<file path="src/abff_pkg.sv">
// Package for the allocation bitmap: field widths, command codes, sequencer states
// and the result structure of the per-word unit. Depends on nothing.
package abff_pkg;

  // Fixed field widths of the command and result words.
  localparam int IDX_W  = 10;
  localparam int CMD_W  = 4;
  localparam int CNT_W  = 11;
  localparam int CFG_AW = 3;
  localparam int CFG_DW = 32;

  // Value of the bit count register after reset.
  localparam logic [CNT_W-1:0] BITS_IN_USE_RST = 11'd1024;

  // Command codes.
  localparam logic [CMD_W-1:0] CMD_SET        = 4'd0;
  localparam logic [CMD_W-1:0] CMD_CLEAR      = 4'd1;
  localparam logic [CMD_W-1:0] CMD_TEST       = 4'd2;
  localparam logic [CMD_W-1:0] CMD_SET_ALL    = 4'd3;
  localparam logic [CMD_W-1:0] CMD_CLEAR_ALL  = 4'd4;
  localparam logic [CMD_W-1:0] CMD_INVERT     = 4'd5;
  localparam logic [CMD_W-1:0] CMD_FIND_SET   = 4'd6;
  localparam logic [CMD_W-1:0] CMD_FIND_CLEAR = 4'd7;
  localparam logic [CMD_W-1:0] CMD_ALL_CLEAR  = 4'd8;
  localparam logic [CMD_W-1:0] CMD_ALL_SET    = 4'd9;

  // Sequencer states.
  typedef enum logic [1:0] {
    ST_CLEAR,
    ST_IDLE,
    ST_WALK,
    ST_FINISH
  } state_t;

  // What the per-word unit reports about one word.
  typedef struct packed {
    logic             any_match;
    logic [IDX_W-1:0] match_idx;
    logic             test_bit;
    logic             query_miss;
  } word_res_t;

endpackage

</file>
<file path="src/abff_if.sv">
// Valid/ready channel interfaces for the command word and the result word.
// Depends on abff_pkg for the field widths.
interface abff_in_if;
  logic                        valid;
  logic                        ready;
  logic [abff_pkg::CMD_W-1:0]  command;
  logic [abff_pkg::IDX_W-1:0]  bit_index;

  modport source (output valid, output command, output bit_index, input ready);
  modport sink   (input valid, input command, input bit_index, output ready);
endinterface

interface abff_out_if;
  logic                        valid;
  logic                        ready;
  logic                        bit_value;
  logic                        found;
  logic [abff_pkg::IDX_W-1:0]  found_index;
  logic                        index_error;

  modport source (output valid, output bit_value, output found, output found_index,
                  output index_error, input ready);
  modport sink   (input valid, input bit_value, input found, input found_index,
                  input index_error, output ready);
endinterface

</file>
<file path="src/abff_ram.sv">
// Generic single-port-write, single-port-read RAM with a registered read.
// Depends on nothing.
module abff_ram #(
  parameter int WIDTH = 64,
  parameter int DEPTH = 16
) (
  input  logic                                   clk,
  input  logic                                   we,
  input  logic [((DEPTH > 1) ? $clog2(DEPTH) : 1)-1:0] waddr,
  input  logic [WIDTH-1:0]                       wdata,
  input  logic                                   re,
  input  logic [((DEPTH > 1) ? $clog2(DEPTH) : 1)-1:0] raddr,
  output logic [WIDTH-1:0]                       rdata
);

  logic [WIDTH-1:0] mem [DEPTH];

  // Write port and registered read port.
  always_ff @(posedge clk) begin
    if (we) begin
      mem[waddr] <= wdata;
    end
    if (re) begin
      rdata <= mem[raddr];
    end
  end

endmodule

</file>
<file path="src/abff_word_op.sv">
// Per-word unit of the allocation bitmap: modifies one stored word and scans it
// for the find and query commands. Depends on abff_pkg.
module abff_word_op #(
  parameter int WORD_BITS = 64,
  parameter int CW        = 11
) (
  input  logic [abff_pkg::CMD_W-1:0] cmd,
  input  logic [abff_pkg::IDX_W-1:0] idx,
  input  logic [CW-1:0]              base,
  input  logic [CW-1:0]              n,
  input  logic [WORD_BITS-1:0]       rdata,
  output logic [WORD_BITS-1:0]       wdata,
  output abff_pkg::word_res_t        res
);

  localparam int PW = $clog2(WORD_BITS);

  logic [CW-1:0]        idx_ext;
  logic [CW-1:0]        lim;
  logic [CW-1:0]        off;
  logic [CW:0]          top_w;
  logic                 in_word;
  logic [WORD_BITS-1:0] mask;
  logic [WORD_BITS-1:0] onehot;
  logic [WORD_BITS-1:0] cand;
  logic [PW-1:0]        pos;
  logic [CW-1:0]        sum;

  // Masks: bits of this word below the count, and the addressed bit.
  always_comb begin
    idx_ext = CW'(idx);
    lim     = n - base;
    top_w   = {1'b0, base} + (CW+1)'(WORD_BITS);
    in_word = (idx_ext >= base) && ({1'b0, idx_ext} < top_w);
    off     = idx_ext - base;
    for (int j = 0; j < WORD_BITS; j++) begin
      mask[j]   = lim > CW'(j);
      onehot[j] = in_word && (off == CW'(j));
    end
  end

  // Lowest candidate bit for the find commands.
  always_comb begin
    if (cmd == abff_pkg::CMD_FIND_SET) begin
      cand = rdata & mask;
    end else begin
      cand = ~rdata & mask;
    end
    pos = '0;
    for (int j = WORD_BITS - 1; j >= 0; j--) begin
      if (cand[j]) begin
        pos = PW'(j);
      end
    end
    sum = base + CW'(pos);
  end

  // Scan results for this word.
  always_comb begin
    res.any_match = |cand;
    res.match_idx = sum[abff_pkg::IDX_W-1:0];
    res.test_bit  = |(rdata & onehot);
    if (cmd == abff_pkg::CMD_ALL_SET) begin
      res.query_miss = |(~rdata & mask);
    end else begin
      res.query_miss = |(rdata & mask);
    end
  end

  // Modified word to write back.
  always_comb begin
    case (cmd)
      abff_pkg::CMD_SET:       wdata = rdata | onehot;
      abff_pkg::CMD_CLEAR:     wdata = rdata & ~onehot;
      abff_pkg::CMD_SET_ALL:   wdata = rdata | mask;
      abff_pkg::CMD_CLEAR_ALL: wdata = rdata & ~mask;
      abff_pkg::CMD_INVERT:    wdata = rdata ^ mask;
      default:                 wdata = rdata;
    endcase
  end

endmodule

</file>
<file path="src/allocation_bitmap_find_first_top.sv">
// Allocation bitmap with find-first-set and find-first-clear, stored as NUM_WORDS =
// ceil(NUM_BITS/WORD_BITS) words in one RAM with a registered read. After reset the
// block runs a clearing pass over all NUM_WORDS words during which no command word is
// taken. Each command then walks the RAM one word per cycle, reading word k+1 while
// the modified word k is written back: a command that touches the whole map walks
// the words up to n, the bit count (capped at NUM_BITS); a set, clear or test stops
// at the word that holds the bit; an unused code or out-of-range index walks none.
// One command is in work at a time; the next is taken while a finished result word
// still waits at the output register. Depends on abff_pkg, abff_if, abff_ram and
// abff_word_op.
module allocation_bitmap_find_first_top #(
  parameter int NUM_BITS  = 1024,
  parameter int WORD_BITS = 64
) (
  input  logic                          clk,
  input  logic                          rst_n,
  abff_in_if.sink                       in_ch,
  abff_out_if.source                    out_ch,
  input  logic                          cfg_psel,
  input  logic                          cfg_penable,
  input  logic                          cfg_pwrite,
  input  logic [abff_pkg::CFG_AW-1:0]   cfg_paddr,
  input  logic [abff_pkg::CFG_DW-1:0]   cfg_pwdata,
  output logic [abff_pkg::CFG_DW-1:0]   cfg_prdata,
  output logic                          cfg_pready
);

  localparam int NUM_WORDS = (NUM_BITS + WORD_BITS - 1) / WORD_BITS;
  localparam int AW        = (NUM_WORDS > 1) ? $clog2(NUM_WORDS) : 1;
  localparam int BASE_W    = $clog2(NUM_WORDS * WORD_BITS + 1);
  localparam int CW        = (BASE_W > abff_pkg::CNT_W) ? BASE_W : abff_pkg::CNT_W;
  localparam logic [CW-1:0] NUM_BITS_C = CW'(NUM_BITS);
  localparam logic [AW-1:0] LAST_ADDR  = AW'(NUM_WORDS - 1);

  abff_pkg::state_t state_r, state_nxt;

  logic [abff_pkg::CNT_W-1:0] bits_in_use_r;
  logic [abff_pkg::CMD_W-1:0] cmd_r, cmd_nxt;
  logic [abff_pkg::IDX_W-1:0] idx_r, idx_nxt;
  logic [AW-1:0]              addr_r, addr_nxt;
  logic [AW-1:0]              addr_d_r, addr_d_nxt;
  logic [CW-1:0]              base_r, base_nxt;
  logic [CW-1:0]              base_d_r, base_d_nxt;
  logic                       rv_r, rv_nxt;
  logic                       stop_r, stop_nxt;
  logic                       value_r, value_nxt;
  logic                       found_r, found_nxt;
  logic [abff_pkg::IDX_W-1:0] fidx_r, fidx_nxt;
  logic                       err_r, err_nxt;

  logic                       out_valid_r, out_valid_nxt;
  logic                       out_bit_value_r, out_bit_value_nxt;
  logic                       out_found_r, out_found_nxt;
  logic [abff_pkg::IDX_W-1:0] out_found_index_r, out_found_index_nxt;
  logic                       out_index_error_r, out_index_error_nxt;

  logic [CW-1:0]              n_eff;
  logic                       more;
  logic                       is_bitop;
  logic                       in_ready;
  logic                       issue;
  logic                       clear_we;
  logic                       load_out;
  logic                       out_free;
  logic                       accept;
  logic                       cfg_wr;

  logic                       ram_we;
  logic [AW-1:0]              ram_waddr;
  logic [WORD_BITS-1:0]       ram_wdata;
  logic [WORD_BITS-1:0]       ram_rdata;
  logic [WORD_BITS-1:0]       op_wdata;
  abff_pkg::word_res_t        op_res;

  // Configuration register.
  assign cfg_pready = 1'b1;
  assign cfg_prdata = abff_pkg::CFG_DW'(bits_in_use_r);
  assign cfg_wr     = cfg_psel && cfg_penable && cfg_pwrite && !cfg_paddr[2];

  always_ff @(posedge clk) begin
    if (!rst_n) begin
      bits_in_use_r <= abff_pkg::BITS_IN_USE_RST;
    end else if (cfg_wr) begin
      bits_in_use_r <= cfg_pwdata[abff_pkg::CNT_W-1:0];
    end
  end

  // Effective bit count and walk control.
  always_comb begin
    if (CW'(bits_in_use_r) > NUM_BITS_C) begin
      n_eff = NUM_BITS_C;
    end else begin
      n_eff = CW'(bits_in_use_r);
    end
    more     = (base_r < n_eff) && !stop_r;
    is_bitop = cmd_r inside {abff_pkg::CMD_SET, abff_pkg::CMD_CLEAR, abff_pkg::CMD_TEST};
    out_free = !out_valid_r || out_ch.ready;
    accept   = in_ch.valid && in_ready;
  end

  // Next state.
  always_comb begin
    state_nxt = state_r;
    case (state_r)
      abff_pkg::ST_CLEAR: begin
        if (addr_r == LAST_ADDR) begin
          state_nxt = abff_pkg::ST_IDLE;
        end
      end
      abff_pkg::ST_IDLE: begin
        if (in_ch.valid) begin
          state_nxt = abff_pkg::ST_WALK;
        end
      end
      abff_pkg::ST_WALK: begin
        if (!more) begin
          state_nxt = abff_pkg::ST_FINISH;
        end
      end
      abff_pkg::ST_FINISH: begin
        if (out_free) begin
          state_nxt = abff_pkg::ST_IDLE;
        end
      end
      default: state_nxt = abff_pkg::ST_IDLE;
    endcase
  end

  // State-decoded controls.
  always_comb begin
    in_ready = 1'b0;
    issue    = 1'b0;
    clear_we = 1'b0;
    load_out = 1'b0;
    case (state_r)
      abff_pkg::ST_CLEAR:  clear_we = 1'b1;
      abff_pkg::ST_IDLE:   in_ready = 1'b1;
      abff_pkg::ST_WALK:   issue    = more;
      abff_pkg::ST_FINISH: load_out = out_free;
      default: ;
    endcase
  end

  assign in_ch.ready = in_ready;

  // Bitmap storage: word read at the walk address, modified word written one behind.
  assign ram_we    = clear_we || (rv_r && (cmd_r inside {abff_pkg::CMD_SET,
                     abff_pkg::CMD_CLEAR, abff_pkg::CMD_SET_ALL,
                     abff_pkg::CMD_CLEAR_ALL, abff_pkg::CMD_INVERT}));
  assign ram_waddr = clear_we ? addr_r : addr_d_r;
  assign ram_wdata = clear_we ? '0 : op_wdata;

  abff_ram #(
    .WIDTH (WORD_BITS),
    .DEPTH (NUM_WORDS)
  ) u_ram (
    .clk   (clk),
    .we    (ram_we),
    .waddr (ram_waddr),
    .wdata (ram_wdata),
    .re    (issue),
    .raddr (addr_r),
    .rdata (ram_rdata)
  );

  abff_word_op #(
    .WORD_BITS (WORD_BITS),
    .CW        (CW)
  ) u_word_op (
    .cmd   (cmd_r),
    .idx   (idx_r),
    .base  (base_d_r),
    .n     (n_eff),
    .rdata (ram_rdata),
    .wdata (op_wdata),
    .res   (op_res)
  );

  // Walk counters, command latch and accumulated results.
  always_comb begin
    cmd_nxt    = cmd_r;
    idx_nxt    = idx_r;
    addr_nxt   = addr_r;
    addr_d_nxt = addr_d_r;
    base_nxt   = base_r;
    base_d_nxt = base_d_r;
    rv_nxt     = issue;
    stop_nxt   = stop_r;
    value_nxt  = value_r;
    found_nxt  = found_r;
    fidx_nxt   = fidx_r;
    err_nxt    = err_r;

    if (clear_we) begin
      addr_nxt = (addr_r == LAST_ADDR) ? '0 : addr_r + AW'(1);
    end

    if (accept) begin
      cmd_nxt   = in_ch.command;
      idx_nxt   = in_ch.bit_index;
      addr_nxt  = '0;
      base_nxt  = '0;
      value_nxt = (in_ch.command == abff_pkg::CMD_ALL_CLEAR) ||
                  (in_ch.command == abff_pkg::CMD_ALL_SET);
      found_nxt = 1'b0;
      fidx_nxt  = '0;
      err_nxt   = (in_ch.command inside {abff_pkg::CMD_SET, abff_pkg::CMD_CLEAR,
                   abff_pkg::CMD_TEST}) && (CW'(in_ch.bit_index) >= n_eff);
      // Unused codes and out-of-range indices skip the walk altogether.
      stop_nxt  = err_nxt || (in_ch.command > abff_pkg::CMD_ALL_SET);
    end

    // Issue a read and step to the next word; a single-bit command stops at its word.
    if (issue) begin
      addr_nxt   = addr_r + AW'(1);
      base_nxt   = base_r + CW'(WORD_BITS);
      addr_d_nxt = addr_r;
      base_d_nxt = base_r;
      if (is_bitop && (({1'b0, base_r} + (CW+1)'(WORD_BITS)) > (CW+1)'(idx_r))) begin
        stop_nxt = 1'b1;
      end
    end

    // Fold in the scan results of the word that has just been read.
    if (rv_r) begin
      case (cmd_r)
        abff_pkg::CMD_TEST: value_nxt = value_r | op_res.test_bit;
        abff_pkg::CMD_ALL_CLEAR,
        abff_pkg::CMD_ALL_SET: begin
          if (op_res.query_miss) begin
            value_nxt = 1'b0;
          end
        end
        abff_pkg::CMD_FIND_SET,
        abff_pkg::CMD_FIND_CLEAR: begin
          if (op_res.any_match && !found_r) begin
            found_nxt = 1'b1;
            fidx_nxt  = op_res.match_idx;
          end
        end
        default: ;
      endcase
    end
  end

  // Output register: holds a finished result word until it is taken.
  always_comb begin
    out_valid_nxt       = out_valid_r;
    out_bit_value_nxt   = out_bit_value_r;
    out_found_nxt       = out_found_r;
    out_found_index_nxt = out_found_index_r;
    out_index_error_nxt = out_index_error_r;
    if (out_valid_r && out_ch.ready) begin
      out_valid_nxt = 1'b0;
    end
    if (load_out) begin
      out_valid_nxt       = 1'b1;
      out_bit_value_nxt   = value_r;
      out_found_nxt       = found_r;
      out_found_index_nxt = fidx_r;
      out_index_error_nxt = err_r;
    end
  end

  assign out_ch.valid       = out_valid_r;
  assign out_ch.bit_value   = out_bit_value_r;
  assign out_ch.found       = out_found_r;
  assign out_ch.found_index = out_found_index_r;
  assign out_ch.index_error = out_index_error_r;

  // Control registers.
  always_ff @(posedge clk) begin
    if (!rst_n) begin
      state_r     <= abff_pkg::ST_CLEAR;
      addr_r      <= '0;
      base_r      <= '0;
      rv_r        <= 1'b0;
      stop_r      <= 1'b1;
      out_valid_r <= 1'b0;
    end else begin
      state_r     <= state_nxt;
      addr_r      <= addr_nxt;
      base_r      <= base_nxt;
      rv_r        <= rv_nxt;
      stop_r      <= stop_nxt;
      out_valid_r <= out_valid_nxt;
    end
  end

  // Payload registers.
  always_ff @(posedge clk) begin
    cmd_r             <= cmd_nxt;
    idx_r             <= idx_nxt;
    addr_d_r          <= addr_d_nxt;
    base_d_r          <= base_d_nxt;
    value_r           <= value_nxt;
    found_r           <= found_nxt;
    fidx_r            <= fidx_nxt;
    err_r             <= err_nxt;
    out_bit_value_r   <= out_bit_value_nxt;
    out_found_r       <= out_found_nxt;
    out_found_index_r <= out_found_index_nxt;
    out_index_error_r <= out_index_error_nxt;
  end

endmodule

</file>
<file path="src/flat_wrapper.sv">
// flat-port wrapper written by rule: the top's interface ports become plain ports
module allocation_bitmap_find_first_top_flat 
#(
  parameter int NUM_BITS  = 1024,
  parameter int WORD_BITS = 64
)
  (clk, rst_n, cfg_psel, cfg_penable, cfg_pwrite, cfg_paddr, cfg_pwdata, cfg_prdata, cfg_pready, in_ch_valid, in_ch_command, in_ch_bit_index, in_ch_ready, out_ch_valid, out_ch_bit_value, out_ch_found, out_ch_found_index, out_ch_index_error, out_ch_ready);
  abff_in_if in_ch_i ();
  abff_out_if out_ch_i ();
  input  logic clk;
  input  logic rst_n;
  input  logic cfg_psel;
  input  logic cfg_penable;
  input  logic cfg_pwrite;
  input  logic [abff_pkg::CFG_AW-1:0] cfg_paddr;
  input  logic [abff_pkg::CFG_DW-1:0] cfg_pwdata;
  output logic [abff_pkg::CFG_DW-1:0] cfg_prdata;
  output logic cfg_pready;
  input wire logic [$bits(in_ch_i.valid)-1:0] in_ch_valid;
  input wire logic [$bits(in_ch_i.command)-1:0] in_ch_command;
  input wire logic [$bits(in_ch_i.bit_index)-1:0] in_ch_bit_index;
  output wire logic [$bits(in_ch_i.ready)-1:0] in_ch_ready;
  output wire logic [$bits(out_ch_i.valid)-1:0] out_ch_valid;
  output wire logic [$bits(out_ch_i.bit_value)-1:0] out_ch_bit_value;
  output wire logic [$bits(out_ch_i.found)-1:0] out_ch_found;
  output wire logic [$bits(out_ch_i.found_index)-1:0] out_ch_found_index;
  output wire logic [$bits(out_ch_i.index_error)-1:0] out_ch_index_error;
  input wire logic [$bits(out_ch_i.ready)-1:0] out_ch_ready;
  assign in_ch_i.valid = in_ch_valid;
  assign in_ch_i.command = in_ch_command;
  assign in_ch_i.bit_index = in_ch_bit_index;
  assign in_ch_ready = in_ch_i.ready;
  assign out_ch_valid = out_ch_i.valid;
  assign out_ch_bit_value = out_ch_i.bit_value;
  assign out_ch_found = out_ch_i.found;
  assign out_ch_found_index = out_ch_i.found_index;
  assign out_ch_index_error = out_ch_i.index_error;
  assign out_ch_i.ready = out_ch_ready;
  allocation_bitmap_find_first_top #(.NUM_BITS(NUM_BITS), .WORD_BITS(WORD_BITS)) u_core (.clk(clk), .rst_n(rst_n), .in_ch(in_ch_i), .out_ch(out_ch_i), .cfg_psel(cfg_psel), .cfg_penable(cfg_penable), .cfg_pwrite(cfg_pwrite), .cfg_paddr(cfg_paddr), .cfg_pwdata(cfg_pwdata), .cfg_prdata(cfg_prdata), .cfg_pready(cfg_pready));
endmodule
</file>
<file path="config.mk">
export PLATFORM = sky130hd
export DESIGN_NAME = allocation_bitmap_find_first_top_flat
export DESIGN_NICKNAME = d
export VERILOG_FILES = /design/src/abff_pkg.sv /design/src/abff_if.sv /design/src/abff_ram.sv /design/src/abff_word_op.sv /design/src/allocation_bitmap_find_first_top.sv /design/src/flat_wrapper.sv
export SDC_FILE = /design/constraint.sdc
export NUM_CORES = 2
export LEC_CHECK = 0
export ABC_AREA = 1
export BUFFER_PORTS_ARGS = -buffer_cell sky130_fd_sc_hd__buf_2
export CAP_MARGIN = 20
export CORE_MARGIN = 1
export CORE_UTILIZATION = 63
export CTS_CLUSTER_DIAMETER = 40
export CTS_CLUSTER_SIZE = 25
export DETAILED_ROUTE_END_ITERATION = 8
export PLACE_DENSITY = 0.8
export SLEW_MARGIN = 20
export SYNTH_ARGS = -nofsm -noshare
export SYNTH_HDL_FRONTEND = slang
export SYNTH_SLANG_ARGS = --single-unit
</file>
<file path="constraint.sdc">
create_clock -name clk -period 8.6 [get_ports clk]
set_input_delay 0.43 -clock clk [delete_from_list [all_inputs] [get_ports clk]]
set_output_delay 0.43 -clock clk [all_outputs]
set_load 0.02 [all_outputs]
</file>
==> flow_summary.ini <==
[layout]
post-route-util_pct = 71.5
layout.nets = 5076
final_layout_size_suffix_gt1_share_pct = 10.1
commonest_cells_after_routing_fill_and_taps_aside = sky130_fd_sc_hd__edfxtp_1 (1125), sky130_fd_sc_hd__nor2_1 (705), sky130_fd_sc_hd__o21ai_0 (668), sky130_fd_sc_hd__nand2_1 (408), sky130_fd_sc_hd__inv_1 (229)
nFillCells = 5607
layout-area-overhead-vs-synth_pct = 11.6
mostFrequentLayoutCell = sky130_fd_sc_hd__edfxtp_1
stdcell_area_um2 = 60200

[global_route]
globalRouteMet1Util_pct = 54.2
grt_busiest_layer = met2
maximum_number_of_pins_on_one_net_before_global_route_repair = 233
number_of_global_route_vias_before_repair = 39586
grt_antenna_before_repair = 1
first_pass_grt_wire_length_um = 251000
globalRoute.totalOverflow = 0
track_usage_pct = 39.5
grtUsageMet2_pct = 60.7
use_met3_pct = 8.22

[critical_path]
worstSetupEndpointType = register
timing.reg2reg.setup_slack_ns = 0.88
worstReg2RegStart = u_core.bits_in_use_r[3]$_SDFFE_PN0P_
cp.arrival_ns = 8.38
crit_buf_inv = 14
critical_path.most_common_cell = sky130_fd_sc_hd__nand2_1
longest_individual_stage_delay_on_the_worst_path_ns = 0.34
crit_required_ns = 9.26
setup.worst_path.class = register to register
capture_instance_of_the_worst_register_to_register_path = u_core.fidx_r[0]$_DFF_P_
delay_heaviest_family_cp = simple AND/OR/NAND/NOR gates
critical_path.slowest_cell = sky130_fd_sc_hd__or3_4
worstPathMaxFanout = 7
start_kind = register
timing.reg2reg.worst_path_depth = 90

[logic_synthesis]
ys_top_cells_by_area = sky130_fd_sc_hd__edfxtp_1 (63%), sky130_fd_sc_hd__o21ai_0 (6.2%), sky130_fd_sc_hd__nor2_1 (4.9%)
synth_top_cell_by_area = sky130_fd_sc_hd__edfxtp_1
synth-seq-cells = 1162
portion_of_the_post_synthesis_area_used_by_sequential_elements_pct = 64.0
synth_flop_cell = sky130_fd_sc_hd__edfxtp_1
synthCells = 4815
synthesis.yosys.warnings = 0
synth-edff-count = 1125
synth_largest_type_area_fraction_pct = 62.6
synth.distinct_cells = 55
netlist_area_um2 = 54000
syn-mean-instance-area_um2 = 11.2
async_reset_ff_share_pct = 0

[floorplan]
pin_count = 104
placementRows = 106
floorplan.core_area_um2 = 84200
initial_standard_cell_utilization_of_the_core_pct = 64.1
vertical_die_dimension_um = 295
design.die.area_um2 = 86800
fp.dieW_um = 295

[placed_design]
place_worst_setup_slack_ns = 0.706
portBuffers = 58
detailedPlacementHpwl_um = 99500
placed_cell_area_um2 = 55700
routabilityCongestion = 1.11

[power]
power.density_nw_per_um2 = 323
static-leakage-power_nw = 20.7
power.ir.vdd_worst_mv = 0.286
share_seq_of_total_power_pct = 43.6
power.share.combinational_pct = 29.0
power.share.switching_pct = 36.3
total_switching_power_mw = 7.06
clock_power_share_pct = 27.4
cellInternalPower_mw = 12.4

[timing]
finalWorstPathRequiredPeriod_ns = 7.72
tightest_slew_ns = 1.15
finalHoldWorstSlack_ns = 0.0397
setup_violations = 0
timing.clock.skew_ns = 0.0329
grt_setup_unrepaired = yes
slew_viol_final = 0
slew-limit-headroom_pct = 23.3
final.period_utilization_pct = 89.8
hold_violations = 0
timing.final.ws_setup_ns = 0.876
maxClockFrequency_ghz = 0.129

[hold_path]
worst_hold_path_class = input pin to register
worst_hold_startpoint = cfg_pwdata[4]
worstHoldPathCells = 3
whs_endpoint = u_core.bits_in_use_r[4]$_SDFFE_PN0P_

[drt]
ratio_of_routed_vias_to_standard_cells = 6.84
antenna_left = 0
routed_wire_length_per_instance_um = 28.1
dr_total_vias = 41591
1st_iter_drt_viols = 5962
drt_first_pass_iters = 9
drc = 5
routed_wl_um = 171000

[clocking]
tritoncts_clock_tree = done
cts_clk_pin_slew_worst_paths_ns = 0.07
cts-buffers-inserted = 116
cts.htree.levels = 3
clk_latency_ns = 0.73
clock-root-buffer = sky130_fd_sc_hd__clkbuf_16
cts_num_sinks = 1162
cts_buffer_depth = 3

[status]
violations = DRC
run_status = finished with violations

[job]
max-cap-violations = 0
-- cell usage after synthesis, drive strengths merged (10+ instances only) --
library cell	instances
buf	43
a2111oi	26
o211ai	72
nor4	90
ha	172
a31oi	20
clkbuf	284
a21oi	168
o221ai	195
xor2	10
nand4	30
dfxtp	37
inv	262
o21ai	689
nand2	417
o22ai	64
mux2i	39
a221oi	10
nor2	715
nor3	82
a211oi	71
nand3	136
edfxtp	1125
-- stage by stage --
step                      setup TNS (ns)  std cells  power [mW]
after floorplan                        0       4840        11.9
after global placement                 0       5837        13.8
after detailed placement               0       5837        14.0
after CTS                              0       6079        19.3
after global routing              -0.174       6083        20.1
final                                  0       6084        19.5
-- repair_timing --
| action | 4_1_cts | 5_1_grt |
|---|---|---|
| hold endpoints to repair | 23 | 0 |
| hold buffers | 23 | 0 |
| setup buffers | 0 | 4 |
| setup endpoints to repair | 0 | 1 |
| resized for setup | 0 | 34 |
-- metal layers --
layer | up-vias | part of all wire, %
met4 | 0 | 4.8
met5 | - | 0
li1 | 17935 | -
met1 | 19996 | 37
met3 | 569 | 12
met2 | 3091 | 46
-- power groups by stage --
stage / Combinational, mW / Clock, mW / Sequential (mW)
finish: 5.65 / 5.33 / 8.48
global route: 6.03 / 5.55 / 8.54
CTS: 5.50 / 5.34 / 8.46
detailed placement: 5.42 / 0 / 8.57
global placement: 5.26 / 0 / 8.53
floorplan: 3.36 / 0 / 8.51
-- state kept, by name (all words and copies together) (netlist names), 2 cells and up --
signal and count:
u_core.u_ram.rdata 64, u_core.bits_in_use_r 11, u_core.out_ch.found_index 10, u_core.state_r 2, u_core.base_r 5, u_core.u_ram.mem 1024
u_core.fidx_r 10, u_core.cmd_r 4, u_core.base_d_r 5, u_core.addr_r 4, u_core.addr_d_r 4, u_core.idx_r 10
-- final cells by class --
class | instances | area, µm² | share of cell area [%]
Antenna cell | 1 | 2.50 | 0.00416
Clock buffer | 124 | 3000 | 4.98
Clock inverter | 95 | 1120 | 1.86
Inverter | 269 | 1070 | 1.78
Multi-Input combinational cell | 3082 | 17500 | 29.0
Sequential cell | 1162 | 34500 | 57.4
Tap cell | 1134 | 1420 | 2.36
Timing Repair Buffer | 217 | 1590 | 2.64
-- cell families (layout without fill, tap and decap cells) --
| family | after synthesis | in the layout | share of synthesized area (%) |
|---|---|---|---|
| and+or+nand+nor | 1480 | 1480 | 11.5 |
| other | 2 | 28 | 0.0139 |
| DFF | 1162 | 1162 | 64.0 |
| adders and majority gates | 172 | 172 | 3.99 |
| xor gates and xnor gates | 12 | 12 | 0.195 |
| buffers and inverters | 596 | 705 | 4.35 |
| AOI/OAI and AO/OA | 1352 | 1352 | 15.3 |
| muxes | 39 | 39 | 0.724 |
-- worst register-to-register path, delay by kind of cell, from the launching register on --
kind | cells | cell delay [ns]
simple gates | 67 | 4.72
buf+inv | 14 | 1.24
compound gates | 6 | 0.85
fa+ha+maj | 2 | 0.46
flops | 1 | 0.32
xor+xnor | 1 | 0.07
-- worst max-delay path by stage --
stage,from,end,slack (ns),depth (start not counted)
finish,u_core.bits_in_use_r[3]$_SDFFE_PN0P_,u_core.fidx_r[0]$_DFF_P_,0.88,90
global route,u_core.bits_in_use_r[3]$_SDFFE_PN0P_,u_core.fidx_r[0]$_DFF_P_,-0.17,94
CTS,u_core.bits_in_use_r[3]$_SDFFE_PN0P_,u_core.fidx_r[0]$_DFF_P_,0.63,90
detailed placement,u_core.bits_in_use_r[3]$_SDFFE_PN0P_,u_core.fidx_r[0]$_DFF_P_,0.71,90
global placement,u_core.bits_in_use_r[3]$_SDFFE_PN0P_,u_core.fidx_r[0]$_DFF_P_,0.52,95
floorplan,u_core.bits_in_use_r[3]$_SDFFE_PN0P_,u_core.fidx_r[0]$_DFF_P_,1.81,93
Power figures use the tool's default switching activity.
